--- config.mk ---
export PLATFORM = sky130hd
export DESIGN_NAME = door_drive_speed_fsm_top_flat
export DESIGN_NICKNAME = d
export VERILOG_FILES = /design/src/rtl/ddsf_pkg.sv /design/src/rtl/ddsf_in_if.sv /design/src/rtl/ddsf_out_if.sv /design/src/rtl/ddsf_cfg_if.sv /design/src/rtl/door_drive_speed_fsm_top.sv /design/src/flat_wrapper.sv
export SDC_FILE = /design/constraint.sdc
export NUM_CORES = 1
export LEC_CHECK = 0
export ABC_AREA = 1
export BUFFER_PORTS_ARGS = -buffer_cell sky130_fd_sc_hd__buf_2
export CORE_MARGIN = 10
export CORE_UTILIZATION = 60
export CTS_CLUSTER_DIAMETER = 50
export DETAILED_ROUTE_END_ITERATION = 12
export GPL_TIMING_DRIVEN = 0
export PLACE_DENSITY_LB_ADDON = 0.3
export SLEW_MARGIN = 20
export SYNTH_ARGS = -nofsm -noshare
export SYNTH_HDL_FRONTEND = slang
export SYNTH_SLANG_ARGS = --single-unit
export TNS_END_PERCENT = 100
--- constraint.sdc ---
create_clock -name clk -period 9.7 [get_ports clk]
set_input_delay 1.455 -clock clk [delete_from_list [all_inputs] [get_ports clk]]
set_output_delay 1.455 -clock clk [all_outputs]
set_load 0.005 [all_outputs]
--- src/rtl/ddsf_pkg.sv ---
// Package for the door drive speed controller: travel state codes,
// configuration indexes, field widths and the result record.
// No dependencies.
package ddsf_pkg;

  localparam int SPEED_W  = 15;  // magnitude of a configured speed
  localparam int DRIVE_W  = 16;  // signed drive command
  localparam int SW_N     = 4;   // number of position switches
  localparam int STATE_W  = 4;
  localparam int CFG_IDX_W = 2;
  localparam int HOME_W   = 13;  // max_speed / 5 fits in 13 bits
  localparam int CRUISE_W = 14;  // max_speed / 2 fits in 14 bits

  // floor(x / 5) == (x * 52429) >> 18 for every x below 2**16.
  localparam logic [15:0] DIV5_MUL   = 16'd52429;
  localparam int          DIV5_SHIFT = 18;

  localparam logic [HOME_W-1:0]   HOME_RST   = 13'd200;
  localparam logic [CRUISE_W-1:0] CRUISE_RST = 14'd500;
  localparam logic [SPEED_W-1:0]  CREEP_RST  = 15'd100;

  localparam logic [CFG_IDX_W-1:0] CFG_MAX_SPEED = 2'd0;
  localparam logic [CFG_IDX_W-1:0] CFG_MIN_SPEED = 2'd1;

  // Switch positions from the open end to the closed end.
  localparam int SW_OPEN_END  = 0;
  localparam int SW_ACC_EDGE  = 1;
  localparam int SW_DEC_EDGE  = 2;
  localparam int SW_CLOSE_END = 3;

  typedef enum logic [STATE_W-1:0] {
    ST_INIT        = 4'd0,
    ST_HOMING      = 4'd1,
    ST_OPEN        = 4'd2,
    ST_SPEEDUP_CLS = 4'd3,
    ST_POS         = 4'd4,
    ST_SLOWDN_CLS  = 4'd5,
    ST_SHUT        = 4'd6,
    ST_SPEEDUP_OPN = 4'd7,
    ST_NEG         = 4'd8,
    ST_SLOWDN_OPN  = 4'd9
  } travel_t;

  typedef struct packed {
    logic signed [DRIVE_W-1:0] drive_speed;
    logic [STATE_W-1:0]        state_code;
    logic [SW_N-1:0]           switch_changed;
  } result_t;

endpackage

--- src/rtl/ddsf_in_if.sv ---
// Request channel into the door drive controller: direction and switch levels.
// No dependencies.
interface ddsf_in_if;
  logic       valid;
  logic       ready;
  logic       dir_close;
  logic [3:0] switch_levels;

  modport source (output valid, output dir_close, output switch_levels, input ready);
  modport sink   (input valid, input dir_close, input switch_levels, output ready);
endinterface

--- src/rtl/ddsf_out_if.sv ---
// Result channel out of the door drive controller: speed, state and switch flags.
// No dependencies.
interface ddsf_out_if;
  logic              valid;
  logic              ready;
  logic signed [15:0] drive_speed;
  logic [3:0]        state_code;
  logic [3:0]        switch_changed;

  modport source (output valid, output drive_speed, output state_code,
                  output switch_changed, input ready);
  modport sink   (input valid, input drive_speed, input state_code,
                  input switch_changed, output ready);
endinterface

--- src/rtl/ddsf_cfg_if.sv ---
// Register write channel of the door drive controller.
// No dependencies.
interface ddsf_cfg_if;
  logic        valid;
  logic        ready;
  logic [1:0]  idx;
  logic [14:0] data;

  modport source (output valid, output idx, output data, input ready);
  modport sink   (input valid, input idx, input data, output ready);
endinterface

--- src/rtl/door_drive_speed_fsm_top.sv ---
// Top level of the door drive speed controller: travel state machine,
// speed registers and a two-entry result buffer.
// Depends on ddsf_pkg, ddsf_in_if, ddsf_out_if and ddsf_cfg_if.
//
// Usage:
// Each request on in_ch is one control tick carrying the commanded direction
// and the four position switch levels. Every request yields exactly one result
// on out_ch: the signed speed command held after the tick, the travel state
// code and the per-switch change flags.
// The result of an accepted request is registered in the output register, or in
// the skid register while the output register is held. One request is taken per
// cycle while the skid register is empty; the state machine update is a single
// level of compare and select between the state registers and the result register.
// The result side has an output register plus a skid register, so a request is
// still taken while one result waits for the receiver. If the receiver stalls
// long enough for both entries to fill, in_ch.ready drops until out_ch drains.
// Register writes on cfg_ch are always taken (ready is tied high). The home and
// cruise speeds are derived from max_speed at write time, so the tick path only
// selects among stored values. Writes take effect at the next speed change.
// Reset (rst_n low, synchronous) returns the state machine to init, the held
// speed and previous switch levels to zero, the speeds to their defaults, and
// empties the result buffer.
module door_drive_speed_fsm_top (
  input logic       clk,
  input logic       rst_n,
  ddsf_in_if.sink   in_ch,
  ddsf_out_if.source out_ch,
  ddsf_cfg_if.sink  cfg_ch
);
  import ddsf_pkg::*;

  // Configured speeds, kept in the form the state machine uses them.
  logic [HOME_W-1:0]   home_r;
  logic [CRUISE_W-1:0] cruise_r;
  logic [SPEED_W-1:0]  creep_r;
  logic [SPEED_W+15:0] div5_prod;

  // Tick state.
  travel_t                   state_r, state_nxt;
  logic signed [DRIVE_W-1:0] speed_r, speed_nxt;
  logic [SW_N-1:0]           prev_r;

  // Result buffer: output register and skid register.
  result_t out_r, skid_r, res_nxt;
  logic    out_v_r, skid_v_r;

  logic            accept;
  logic            out_free;
  logic [SW_N-1:0] ev;
  logic            to_close;

  logic signed [DRIVE_W-1:0] home_p, home_n, cruise_p, cruise_n, creep_p, creep_n;

  // ---------------------------------------------------------------- config
  assign cfg_ch.ready = 1'b1;
  assign div5_prod    = (SPEED_W+16)'(cfg_ch.data) * (SPEED_W+16)'(DIV5_MUL);

  always_ff @(posedge clk) begin
    if (!rst_n) begin
      home_r   <= HOME_RST;
      cruise_r <= CRUISE_RST;
      creep_r  <= CREEP_RST;
    end else if (cfg_ch.valid) begin
      case (cfg_ch.idx)
        CFG_MAX_SPEED: begin
          home_r   <= div5_prod[DIV5_SHIFT +: HOME_W];
          cruise_r <= cfg_ch.data[SPEED_W-1:1];
        end
        CFG_MIN_SPEED: begin
          creep_r <= cfg_ch.data;
        end
        default: begin
        end
      endcase
    end
  end

  // ------------------------------------------------------------ tick logic
  assign accept   = in_ch.valid && in_ch.ready;
  assign ev       = in_ch.switch_levels ^ prev_r;
  assign to_close = in_ch.dir_close;

  assign home_p   = DRIVE_W'(home_r);
  assign home_n   = -home_p;
  assign cruise_p = DRIVE_W'(cruise_r);
  assign cruise_n = -cruise_p;
  assign creep_p  = DRIVE_W'(creep_r);
  assign creep_n  = -creep_p;

  // Next travel state. A switch event takes priority over a reversal.
  always_comb begin
    state_nxt = state_r;
    case (state_r)
      ST_INIT:    state_nxt = ST_HOMING;
      ST_HOMING: begin
        if (!to_close && ev[SW_OPEN_END])      state_nxt = ST_OPEN;
        else if (to_close && ev[SW_CLOSE_END]) state_nxt = ST_SHUT;
      end
      ST_OPEN:    if (to_close) state_nxt = ST_SPEEDUP_CLS;
      ST_SPEEDUP_CLS: begin
        if (ev[SW_ACC_EDGE])   state_nxt = ST_POS;
        else if (!to_close)    state_nxt = ST_SLOWDN_OPN;
      end
      ST_POS: begin
        if (ev[SW_DEC_EDGE])   state_nxt = ST_SLOWDN_CLS;
        else if (!to_close)    state_nxt = ST_NEG;
      end
      ST_SLOWDN_CLS: begin
        if (ev[SW_CLOSE_END])  state_nxt = ST_SHUT;
        else if (!to_close)    state_nxt = ST_SPEEDUP_OPN;
      end
      ST_SHUT:    if (!to_close) state_nxt = ST_SPEEDUP_OPN;
      ST_SPEEDUP_OPN: begin
        if (ev[SW_DEC_EDGE])   state_nxt = ST_NEG;
        else if (to_close)     state_nxt = ST_SLOWDN_CLS;
      end
      ST_NEG: begin
        if (ev[SW_ACC_EDGE])   state_nxt = ST_SLOWDN_OPN;
        else if (to_close)     state_nxt = ST_POS;
      end
      ST_SLOWDN_OPN: begin
        if (ev[SW_OPEN_END])   state_nxt = ST_OPEN;
        else if (to_close)     state_nxt = ST_SPEEDUP_CLS;
      end
      default:    state_nxt = state_r;
    endcase
  end

  // Speed command that goes with each transition. In homing the speed
  // follows the direction every tick until the end switch is seen.
  always_comb begin
    speed_nxt = speed_r;
    case (state_r)
      ST_HOMING: begin
        if (!to_close && ev[SW_OPEN_END])      speed_nxt = '0;
        else if (to_close && ev[SW_CLOSE_END]) speed_nxt = '0;
        else if (to_close)                     speed_nxt = home_p;
        else                                   speed_nxt = home_n;
      end
      ST_OPEN:    if (to_close) speed_nxt = creep_p;
      ST_SPEEDUP_CLS: begin
        if (ev[SW_ACC_EDGE])   speed_nxt = cruise_p;
        else if (!to_close)    speed_nxt = creep_n;
      end
      ST_POS: begin
        if (ev[SW_DEC_EDGE])   speed_nxt = creep_p;
        else if (!to_close)    speed_nxt = cruise_n;
      end
      ST_SLOWDN_CLS: begin
        if (ev[SW_CLOSE_END])  speed_nxt = '0;
        else if (!to_close)    speed_nxt = creep_n;
      end
      ST_SHUT:    if (!to_close) speed_nxt = creep_n;
      ST_SPEEDUP_OPN: begin
        if (ev[SW_DEC_EDGE])   speed_nxt = cruise_n;
        else if (to_close)     speed_nxt = creep_p;
      end
      ST_NEG: begin
        if (ev[SW_ACC_EDGE])   speed_nxt = creep_n;
        else if (to_close)     speed_nxt = cruise_p;
      end
      ST_SLOWDN_OPN: begin
        if (ev[SW_OPEN_END])   speed_nxt = '0;
        else if (to_close)     speed_nxt = creep_p;
      end
      default:    speed_nxt = speed_r;
    endcase
  end

  assign res_nxt.drive_speed    = speed_nxt;
  assign res_nxt.state_code     = state_nxt;
  assign res_nxt.switch_changed = ev;

  always_ff @(posedge clk) begin
    if (!rst_n) begin
      state_r <= ST_INIT;
      speed_r <= '0;
      prev_r  <= '0;
    end else if (accept) begin
      state_r <= state_nxt;
      speed_r <= speed_nxt;
      prev_r  <= in_ch.switch_levels;
    end
  end

  // ---------------------------------------------------------- result buffer
  // The skid entry only fills when a request arrives while the output
  // register holds a result the receiver has not taken.
  assign out_free    = !out_v_r || out_ch.ready;
  assign in_ch.ready = !skid_v_r;

  always_ff @(posedge clk) begin
    if (!rst_n) begin
      out_v_r  <= 1'b0;
      skid_v_r <= 1'b0;
    end else begin
      if (out_free) begin
        out_v_r  <= skid_v_r || accept;
        skid_v_r <= 1'b0;
      end else if (accept) begin
        skid_v_r <= 1'b1;
      end
    end
  end

  always_ff @(posedge clk) begin
    if (out_free) begin
      out_r <= skid_v_r ? skid_r : res_nxt;
    end
    if (!skid_v_r && !out_free) begin
      skid_r <= res_nxt;
    end
  end

  assign out_ch.valid          = out_v_r;
  assign out_ch.drive_speed    = out_r.drive_speed;
  assign out_ch.state_code     = out_r.state_code;
  assign out_ch.switch_changed = out_r.switch_changed;

  // ------------------------------------------------------------- assertions
  a_skid_behind_out: assert property (@(posedge clk) disable iff (!rst_n)
    skid_v_r |-> out_v_r)
    else $error("skid entry valid while output register empty");

  a_accept_gives_result: assert property (@(posedge clk) disable iff (!rst_n)
    accept |=> out_v_r)
    else $error("accepted request produced no result");

  a_stopped_at_ends: assert property (@(posedge clk) disable iff (!rst_n)
    (state_r == ST_OPEN || state_r == ST_SHUT) |-> speed_r == '0)
    else $error("nonzero speed at an end position");

  a_pos_travel_sign: assert property (@(posedge clk) disable iff (!rst_n)
    (state_r == ST_SPEEDUP_CLS || state_r == ST_POS || state_r == ST_SLOWDN_CLS)
      |-> !speed_r[DRIVE_W-1])
    else $error("negative speed while traveling toward closed");

  a_no_stray_state: assert property (@(posedge clk) disable iff (!rst_n)
    !accept |=> $stable(state_r))
    else $error("travel state changed without a request");

endmodule

--- src/flat_wrapper.sv ---
// flat-port wrapper written by rule: the top's interface ports become plain ports
module door_drive_speed_fsm_top_flat import ddsf_pkg::*;
  (clk, rst_n, in_ch_valid, in_ch_dir_close, in_ch_switch_levels, in_ch_ready, out_ch_valid, out_ch_drive_speed, out_ch_state_code, out_ch_switch_changed, out_ch_ready, cfg_ch_valid, cfg_ch_idx, cfg_ch_data, cfg_ch_ready);
  ddsf_in_if in_ch_i ();
  ddsf_out_if out_ch_i ();
  ddsf_cfg_if cfg_ch_i ();
  input logic clk;
  input logic rst_n;
  input wire logic [$bits(in_ch_i.valid)-1:0] in_ch_valid;
  input wire logic [$bits(in_ch_i.dir_close)-1:0] in_ch_dir_close;
  input wire logic [$bits(in_ch_i.switch_levels)-1:0] in_ch_switch_levels;
  output wire logic [$bits(in_ch_i.ready)-1:0] in_ch_ready;
  output wire logic [$bits(out_ch_i.valid)-1:0] out_ch_valid;
  output wire logic [$bits(out_ch_i.drive_speed)-1:0] out_ch_drive_speed;
  output wire logic [$bits(out_ch_i.state_code)-1:0] out_ch_state_code;
  output wire logic [$bits(out_ch_i.switch_changed)-1:0] out_ch_switch_changed;
  input wire logic [$bits(out_ch_i.ready)-1:0] out_ch_ready;
  input wire logic [$bits(cfg_ch_i.valid)-1:0] cfg_ch_valid;
  input wire logic [$bits(cfg_ch_i.idx)-1:0] cfg_ch_idx;
  input wire logic [$bits(cfg_ch_i.data)-1:0] cfg_ch_data;
  output wire logic [$bits(cfg_ch_i.ready)-1:0] cfg_ch_ready;
  assign in_ch_i.valid = in_ch_valid;
  assign in_ch_i.dir_close = in_ch_dir_close;
  assign in_ch_i.switch_levels = in_ch_switch_levels;
  assign in_ch_ready = in_ch_i.ready;
  assign out_ch_valid = out_ch_i.valid;
  assign out_ch_drive_speed = out_ch_i.drive_speed;
  assign out_ch_state_code = out_ch_i.state_code;
  assign out_ch_switch_changed = out_ch_i.switch_changed;
  assign out_ch_i.ready = out_ch_ready;
  assign cfg_ch_i.valid = cfg_ch_valid;
  assign cfg_ch_i.idx = cfg_ch_idx;
  assign cfg_ch_i.data = cfg_ch_data;
  assign cfg_ch_ready = cfg_ch_i.ready;
  door_drive_speed_fsm_top u_core (.clk(clk), .rst_n(rst_n), .in_ch(in_ch_i), .out_ch(out_ch_i), .cfg_ch(cfg_ch_i));
endmodule
* After elaboration in Yosys (flattened, before gate mapping)
Index checks and enable logic that the tools add are counted.
** Operators by class
- Add/sub/neg operators :: 3
- Multiplexer cells :: 30
- Reduce and logical (&&, ||, !) cells :: 15
- Equal/unequal tests :: 10
- Div/mod/pow operators :: 0
- Bitwise logic cells :: 2
- $lt $le $gt $ge :: 0
- Multipliers :: 1
- Shift-type cells :: 0
** Operators with widths (number)
- 16-bit 2-to-1 mux :: 13
- 16-bit case mux with 9 select lines :: 1
- 4-bit 2-to-1 mux :: 14
- 4-bit case mux with 10 select lines :: 1
- 15-bit by 16-bit multiplier with 31-bit output, second input constant :: 1
- 24-bit 2-to-1 mux :: 1
- 4-bit by 3-bit equality test with 1-bit output, second input constant :: 4
- 13-bit negator with 16-bit output :: 1
- 14-bit negator with 16-bit output :: 1
- 15-bit negator with 16-bit output :: 1
- 4-bit by 2-bit equality test with 1-bit output, second input constant :: 2
- 4-bit equality test, second input constant :: 2
- 4-bit by 1-bit equality test with 1-bit output, second input constant :: 1
- 1-bit logical AND :: 4
- 1-bit zero test :: 4
- 4-bit zero test :: 1
- 2-bit AND reduction :: 2
- 4-bit XOR :: 1
- 2-bit by 1-bit equality test with 1-bit output, second input constant :: 1
- 2-bit zero test :: 1
- 1-bit logical OR :: 2
- 2-bit OR reduction :: 1
- 1-bit inverter :: 1
** Word-level totals
- Word-level logic and storage cells :: 75
- Memories :: 0
- Bits in registers :: 116
- Bits in latches :: 0
- Output and inout bits :: 27
- Bits in read-only memories :: 0
- Bits of input ports :: 27
- Bits in writable memories :: 0

* Depth between registers and ports, before layout
Gate-level depths: netlist (run 1).
- Depth after elaboration :: 6
- Mapped depth :: 25
- Gate-level depth less buffers :: 25

* Least setup slack after synthesis (run 1)
Ideal clock, no wire load.
- Path type :: input to register
- Start :: input cfg_ch_data[13]
- End :: register u_core.home_r[9]
- Library setup time :: 117 ps
- Data required time :: 9583 ps
- Setup slack :: 4016 ps
- Path buffers :: 0
- Stages :: 24
- Data arrival time :: 5567 ps
- Path through :: inv_1 > ha_1 > inv_1 > ha_1 > a21oi_1 > inv_1 > fa_1 > inv_1 > fa_1 > inv_1 > fa_1 > fa_1 > ha_1 > nand2_1 > nor2_1 > inv_1 > o21bai_1 > inv_1 > nor2_1 > nor2_1 > nand3_1 > nand2_1 > nor2_1 > nor2_1
** On the way
- Longest elaborated chain between the ends :: 1
** RTL lines
- start: declaration :: line flat_wrapper.sv:20 : input wire logic [$bits(cfg_ch_i.data)-1:0] cfg_ch_data;
- 15-bit by 16-bit multiplier with 31-bit output :: line door_drive_speed_fsm_top.sv:56 : assign div5_prod = (SPEED_W+16)'(cfg_ch.data) * (SPEED_W+16)'(DIV5_MUL);
- end signal: assignment :: line door_drive_speed_fsm_top.sv:66 : home_r <= div5_prod[DIV5_SHIFT +: HOME_W];
- end: declaration :: line door_drive_speed_fsm_top.sv:33 : logic [HOME_W-1:0] home_r;
No other way between the ends.
A chain may end at the register's enable or synchronous reset.

* Worst setup path after layout (run 1)
- Start :: input cfg_ch_data[13]
- End :: register u_core.home_r[8]
The elaborated chain is that of the path after synthesis.

==> impl_results.md, run 1 <==
- Clk Latency, worst-skew pair: 440 ps
- CTS tree: built
- # fillers: 1640
- Cts bufs inserted: 17
- Final Max Tran Viols: 0
- Hold_ws: 497 ps
- Reg area: 0.00280 mm²
- Final Skew: 10.9 ps
- Pleak: around 6.3 nW
- CTS sink count: 116
- Highest-count cells in the layout ignoring fill and taps: 372 x nand2_1, 256 x inv_1, 154 x nor2_1
- Reg2Reg Depth: 13
- Layout Nets: 1910
- DR vias: 12000
- R2r endpoint: u_core.out_ch.drive_speed[12]
- Delay-heaviest family, CP: adder cells
- Clock buffer depth: 2
- Worst Setup End Kind: flop
- Mapped Nets: 1839
- Startpoint types: input port
- Most common cell on crit path: inv_1
- Initial core utilization: approximately 61%
- Count of buffer and inverter cells on the critical path: 9
- Fin crit period: 6150 ps
- Cell count after synthesis: 1640
- Hpwl dp: 33700 µm
- YS warnings: 0
- Post-CTS Hold Fix Bufs: 0
- Number of global-route vias before repair: around 11000
- Slew @ Worst Pin: roughly 1000 ps
- Reg2reg start: u_core.creep_r[0]
- Reg clk slew, reported paths: 60 ps
- Core area: 0.0188 mm²
- Resized Gates After CTS: 0
- Max Clk Rate: 162 MHz
- Starting DRC count in detailed routing: 1504
- Post-CTS Setup Bufs: 0
- CP Class: input port to flop
- Die Width: 159 µm
- Total negative slack: 0 ps
- Num ports: 54
- Routed Antenna Nets: 0
- Largest net degree at the start of global routing: 28
- Worst Hold End: u_core.home_r[6]
- Total Power: 3.36 mW
- Mapped cell area: 0.0115 mm²
- Hold_sp: u_core.home_r[6]
- GRT Total Usage: 32.6%
- Synth Register Bits: about 120
- Final hold violation count: 0
- Input/output buffers: 52
- First-pass GRT wire length: 64200 µm
- Top cells by area, synth: ha_1 13%, edfxtp_1 12%, nand2_1 12%
- Status: finished, final reports clean
- Drt drc: 0
- Finish-stage setup viols: 0
- Worst VDD drop: around 0.00023 V
- Worst slew margin: 31.2%
- GP Congestion: 1.04
- Depth of the CTS H-tree: 4
- Synth area leader: ha_1
- Area of the multi-input gates: around 0.0075 mm²
- Layout area overhead: 10.3%
- First drt pass iteration count: 7
- Max_cap viols: 0
- Critical Path AT: 6490 ps
- Pwr dens: 264 mW/mm²
- RSZ-0062 raised after global routing: false
- Tcrit/Tclk final: 63.4%
- Most common cell after layout, fill and taps aside: nand2_1
- Worst Hold Class: flop to flop
- Synth cell types: 52
- Final WL: 42700 µm
- Routed wire length per instance: 21.5 µm
- Fin util: 67.6%
- Vert. Die Dim: ~160 µm
- GRT overflow: 0
- Critical-path top delay cell: fa_1
- Row count: 50
- Syn avg cell area: 7.04 µm²
- Share of the synthesized area in the top cell type: 12.6%
- Hold path cells: 2
- Seq/Total Area, Yosys: 24.3%
- Die area: 0.0252 mm²
- Via/cell ratio: 6.05
- Initial antenna violation count: 0
- Max incr delay on CP: 580 ps
- Layout cells sized above 1: under 10%
- Ant. Diodes: 0
- FF-to-FF setup slack: around 7000 ps
- Critical Path Fanout Max: 5
- Clk root buf: clkbuf_16
- CP required: ~10000 ps
[logic make-up after synthesis]
kind of cell,share of synthesized area [%]
buffers and inverters,10.7
xor gates and xnor gates,2.20
and+or+nand+nor,24.6
DFF,24.3
adders and majority gates,22.3
AOI/OAI and AO/OA,15.9
other,0.0325
[worst register-to-register path: cells and delay by family, from the launching register on]
kind,cells,cell delay [ps]
adders and majority gates,1,270
buffers and inverters,2,310
AOI/OAI and AO/OA,1,70
and+or+nand+nor,9,1440
DFF,1,360
[state kept, by name, indices dropped and copies added (netlist names)]
name and cells:
u_core.creep_r 15, u_core.cruise_r 14, u_core.home_r 13, u_core.out_ch.drive_speed 16
u_core.out_ch.state_code 4, u_core.out_ch.switch_changed 4, u_core.out_ch.valid 1, u_core.prev_r 4
u_core.skid_r 24, u_core.skid_v_r 1, u_core.speed_r 16, u_core.state_r 4
[power by group]
| group | internal [mW] | switching, mW | total (mW) |
|---|---|---|---|
| Combinational | 0.709 | 1.39 | 2.10 |
| Sequential | 0.578 | 0.0313 | 0.609 |
| Clock | 0.385 | 0.269 | 0.653 |
[worst max-delay path by stage]
stage	from	to	depth (start not counted)
floorplan	cfg_ch_data[13]	u_core.home_r[9]	24
global placement	cfg_ch_data[13]	u_core.home_r[8]	26
detailed placement	cfg_ch_data[13]	u_core.home_r[8]	26
CTS	cfg_ch_data[13]	u_core.home_r[8]	26
global route	cfg_ch_data[13]	u_core.home_r[11]	25
finish	cfg_ch_data[13]	u_core.home_r[8]	26
[final cells by class]
| class | count | share of cell area, % |
|---|---|---|
| Multi-Input combinational cell | 1207 | 59.0 |
| Sequential cell | 116 | 22.0 |
| Inverter | 267 | 7.89 |
| Clock buffer | 17 | 3.34 |
| Tap cell | 260 | 2.55 |
| Timing Repair Buffer | 52 | 2.04 |
| Buffer | 50 | 1.80 |
| Clock inverter | 15 | 1.35 |
[stage by stage]
step | area [µm²] | instances | worst slack, ps
global route | 12700 | 1984 | 3320
finish | 12700 | 1984 | 3550
CTS | 12700 | 1984 | 3680
floorplan | 11500 | 1640 | 4020
detailed placement | 12100 | 1952 | 3240
global placement | 12100 | 1952 | 3330
[routing by layer]
| layer | track usage [%] | vias to the layer above | part of all wire [%] |
|---|---|---|---|
| li1 | - | 5498 | - |
| met1 | 44.2 | 5480 | 40 |
| met2 | 47.8 | 894 | 42 |
| met3 | 10.4 | 130 | 14 |
| met4 | 11.0 | 0 | 3.9 |
| met5 | 0 | - | 0 |
[cell usage after synthesis, drive strengths merged]
cell / number
a31o: 1
buf: 18
clkinv: 2
inv: 265
ha: 116
or2: 4
nand3b: 1
o21ai: 153
xor2: 20
nand3: 100
edfxtp: 48
o2111ai: 3
a41oi: 1
nor3: 15
nand4: 16
a21oi: 106
a21boi: 2
a21o: 10
nand2: 382
xnor2: 6
o221ai: 1
conb: 1
clkbuf: 32
nor2: 163
o2111a: 1
dfxtp: 68
o21a: 1
a31oi: 6
nor3b: 1
o211ai: 23
a211oi: 4
o22ai: 4
fa: 56
o21bai: 8
o31ai: 1
nor4: 1
No activity file was read; power rests on OpenSTA's default activity.
==> run 2: changes to the inputs <==
ABC_AREA = 0   (was 1)
clock period = 6.2 ns   (was 9.7 ns; I/O delays follow)
==> run 2 against run 1 <==
Effect of this change:
- register-to-register slack got worse by 4400 ps
- clock skew decreased by 4.4 ps
- die area decreased by 7.6%
- cell count decreased by 24%
- first-iteration DRC count decreased by 28%
- routed wire length decreased by 21%
- highest routed layer unchanged
==> impl_results.md, run 2 <==
- Number of global-route vias before repair: a little under 10000
- Reg2reg start: u_core.state_r[2]
- Top post-synthesis cells by count: 129 x nand2_1, 116 x ha_1, 110 x inv_1
- Routed Antenna Nets: 0
- Critical Path Fanout Max: 7
- Initial core utilization: 61.1%
- Mapped cell area: 0.0105 mm²
- Worst VDD drop: 0.000239 V
- Seq/Total Area, Yosys: 26.6%
- Cts bufs inserted: 17
- Max incr delay on CP: 560 ps
- Syn avg cell area: around 8.8 µm²
- GRT overflow: 0
- Most common cell after layout, fill and taps aside: nand2_1
- Count of buffer and inverter cells on the critical path: 2
- Core area: 0.0172 mm²
- Depth of the CTS H-tree: 4
- First drt pass iteration count: 8
- Input/output buffers: 50
- Largest register by flop count: u_core.skid_r
- Count leader, synth: nand2_1
- Layout cells sized above 1: between 10% and 20%
- Fin crit period: 5810 ps
- Total negative slack: 0 ps
- Reg2Reg Depth: 9
- Vert. Die Dim: 153 µm
- Setup crit end: u_core.home_r[8]
- Num ports: 54
- First-pass GRT wire length: approximately 53000 µm
- FF-to-FF setup slack: 2620 ps
- Synth area leader: ha_1
- Synth Flop Type: dfxtp_1
- DP Area: 0.0111 mm²
- Hold_ws: roughly 470 ps
- Combinational Power Share: 57.5%
- NetSw: 2.08 mW
- Clk Latency, worst-skew pair: ~420 ps
- Cell count after synthesis: roughly 1200
- CP required: 6540 ps
- Largest net degree at the start of global routing: 28
- Layout area overhead: 11.4%
- Die area: 0.0233 mm²
- Initial antenna violation count: 0
- Layout Nets: 1460
- # fillers: roughly 1400
- Critical-path top delay cell: fa_1
- Pwr dens: 409 mW/mm²
- Share of the synthesized area in the top cell type: 13.8%
- Max reg flops: 24
- Critical path origin: cfg_ch_data[0]
- Finish-stage setup viols: 0
- Mapped Nets: 1391
- Switch share: 43.3%
- Worst Setup End Kind: flop
- Slew @ Worst Pin: 1120 ps
- Drt drc: 0
- Reg clk slew, reported paths: 50 ps
- CTS tree: built
- Flop pwr share: around a fifth
- Final Max Tran Viols: 0
- Setup WS post-layout: 388 ps
- Ant. Diodes: 0
- Synth Register Bits: ~120
- Clk root buf: clkbuf_16
- Post-synth EDFFs: 48
- Die Width: 153 µm
- Tcrit/Tclk final: 93.7%
- RSZ-0062 raised after global routing: false
- Most common cell on crit path: fa_1
- Pint: 2.72 mW
- Startpoint types: input port
- Crit path depth: 17
- Fin util: 68.1%
- Worst Hold Class: flop to flop
- GP Congestion: 1.10
- Hpwl dp: 26600 µm
- GRT Total Usage: roughly 29%
- Fin cells: roughly 1500
- Worst slew margin: about a quarter
- Status: finished, final reports clean
- CP Class: input port to flop
- Routed wire length per instance: between 20 and 25 µm
- Synth cell types: 84
- CP Cell Sequence: buf_2, ha_1, inv_1, fa_1, xnor2_1, ha_1, fa_1, fa_1, fa_1, ha_1, and3_1, nand3_1, o21a_1, o311ai_4, a21oi_1, or4b_1, a31oi_1
- Final Skew: 6.51 ps
- Highest-count cells in the layout ignoring fill and taps: 129 x nand2_1, 116 x ha_1, 110 x inv_1
- Critical Path AT: 6160 ps
- Final hold violation count: 0
- Reg area: roughly 0.0028 mm²
- Area of the multi-input gates: 0.00712 mm²
- Total Power: 4.80 mW
- Clock network fraction of total power: 21.6%
- Via/cell ratio: 6.55
- DR vias: 9815
- Finished Cell Area: 0.0117 mm²
- Placed cell count: 1467
- Delay-heaviest family, CP: adder cells
- CTS sink count: 116
- Max Clk Rate: 172 MHz
- Hold path cells: 2
- DP Worst Slack: -507 ps
- Pleak: around 5.1 nW
- Max_cap viols: 0
- Row count: 48
- Synth async-reset ratio: 0%
- YS warnings: 0
- Top cells by area, synth: ha_1 14%, edfxtp_1 14%, dfxtp_1 13%
- R2r endpoint: u_core.out_ch.drive_speed[6]
- Starting DRC count in detailed routing: between 1000 and 1500
- Final WL: 33900 µm
- Clock buffer depth: 2
==> run 2: changes by cell type after synthesis, moves of 15 or more <==
cell,before,now
a21oi_1,102,73
a221oi_1,0,15
clkbuf_1,32,51
inv_1,257,110
nand2_1,372,129
nand3_1,98,34
nor2_1,155,64
o21ai_0,127,58
o21ai_1,20,1
xnor2_1,5,28
==> run 2: what timing repair did <==
item                       CTS  global route
setup endpoints to repair    1             1
hold endpoints to repair     0             0
hold buffers                 0             0
resized for setup            1             1
buffers inserted             0             0
==> run 2: per-layer routing <==
metal	track usage (%)	share of wire, %	vias to the layer above	wire (µm)
met3	4.85	8.0	178	2720
met2	48.0	48	545	16100
met4	19.1	7.2	0	2440
met1	32.7	37	4619	12600
li1	-	-	4473	-
met5	0	0	-	0
==> run 2: worst min path at each step <==
stage | to | startpoint
2_1_floorplan | u_core.prev_r[0] | u_core.prev_r[0]
3_3_place_gp | u_core.prev_r[3] | u_core.prev_r[3]
3_5_place_dp | u_core.prev_r[1] | u_core.prev_r[1]
4_1_cts | u_core.prev_r[1] | u_core.prev_r[1]
5_1_grt | u_core.prev_r[0] | u_core.prev_r[0]
6_report | u_core.prev_r[1] | u_core.prev_r[1]
==> run 2: power by group through the flow <==
stage / sequential [mW] / combinational, mW / clock, mW
3_5_place_dp: 1.01 / 2.66 / 0
2_1_floorplan: 0.998 / 1.97 / 0
4_1_cts: 1.00 / 2.70 / 1.04
6_report: 1.00 / 2.76 / 1.04
5_1_grt: 1.02 / 3.10 / 1.07
3_3_place_gp: 1.01 / 2.57 / 0
==> run 2: cell families (layout without fill, tap and decap cells) <==
family,after synthesis,in the layout,share of synthesized area [%]
AND/OR/NAND/NOR,346,346,16.0
AO/OA/AOI/OAI,319,319,20.8
buffers and inverters,174,256,6.41
adder cells (fa/ha/maj),172,172,24.4
flip-flops,116,116,26.6
XOR/XNOR,45,45,3.74
multiplexers,19,19,2.02
other,1,1,0.0356
==> run 2: final cells by class <==
type                            count  share of cell area (%)
Multi-Input combinational cell    902                    60.6
Sequential cell                   116                    23.9
Clock buffer                       21                    3.84
Inverter                          113                    3.61
Tap cell                          225                    2.40
Buffer                             61                    2.14
Timing Repair Buffer               50                    2.13
Clock inverter                     11                    1.35
==> run 2: worst register-to-register path, delay by kind of cell, from the launching register on <==
| kind | cells | cell delay, ps |
|---|---|---|
| compound gates | 5 | 1670 |
| buf+inv | 3 | 1060 |
| flops | 1 | 300 |
| simple gates | 1 | 280 |
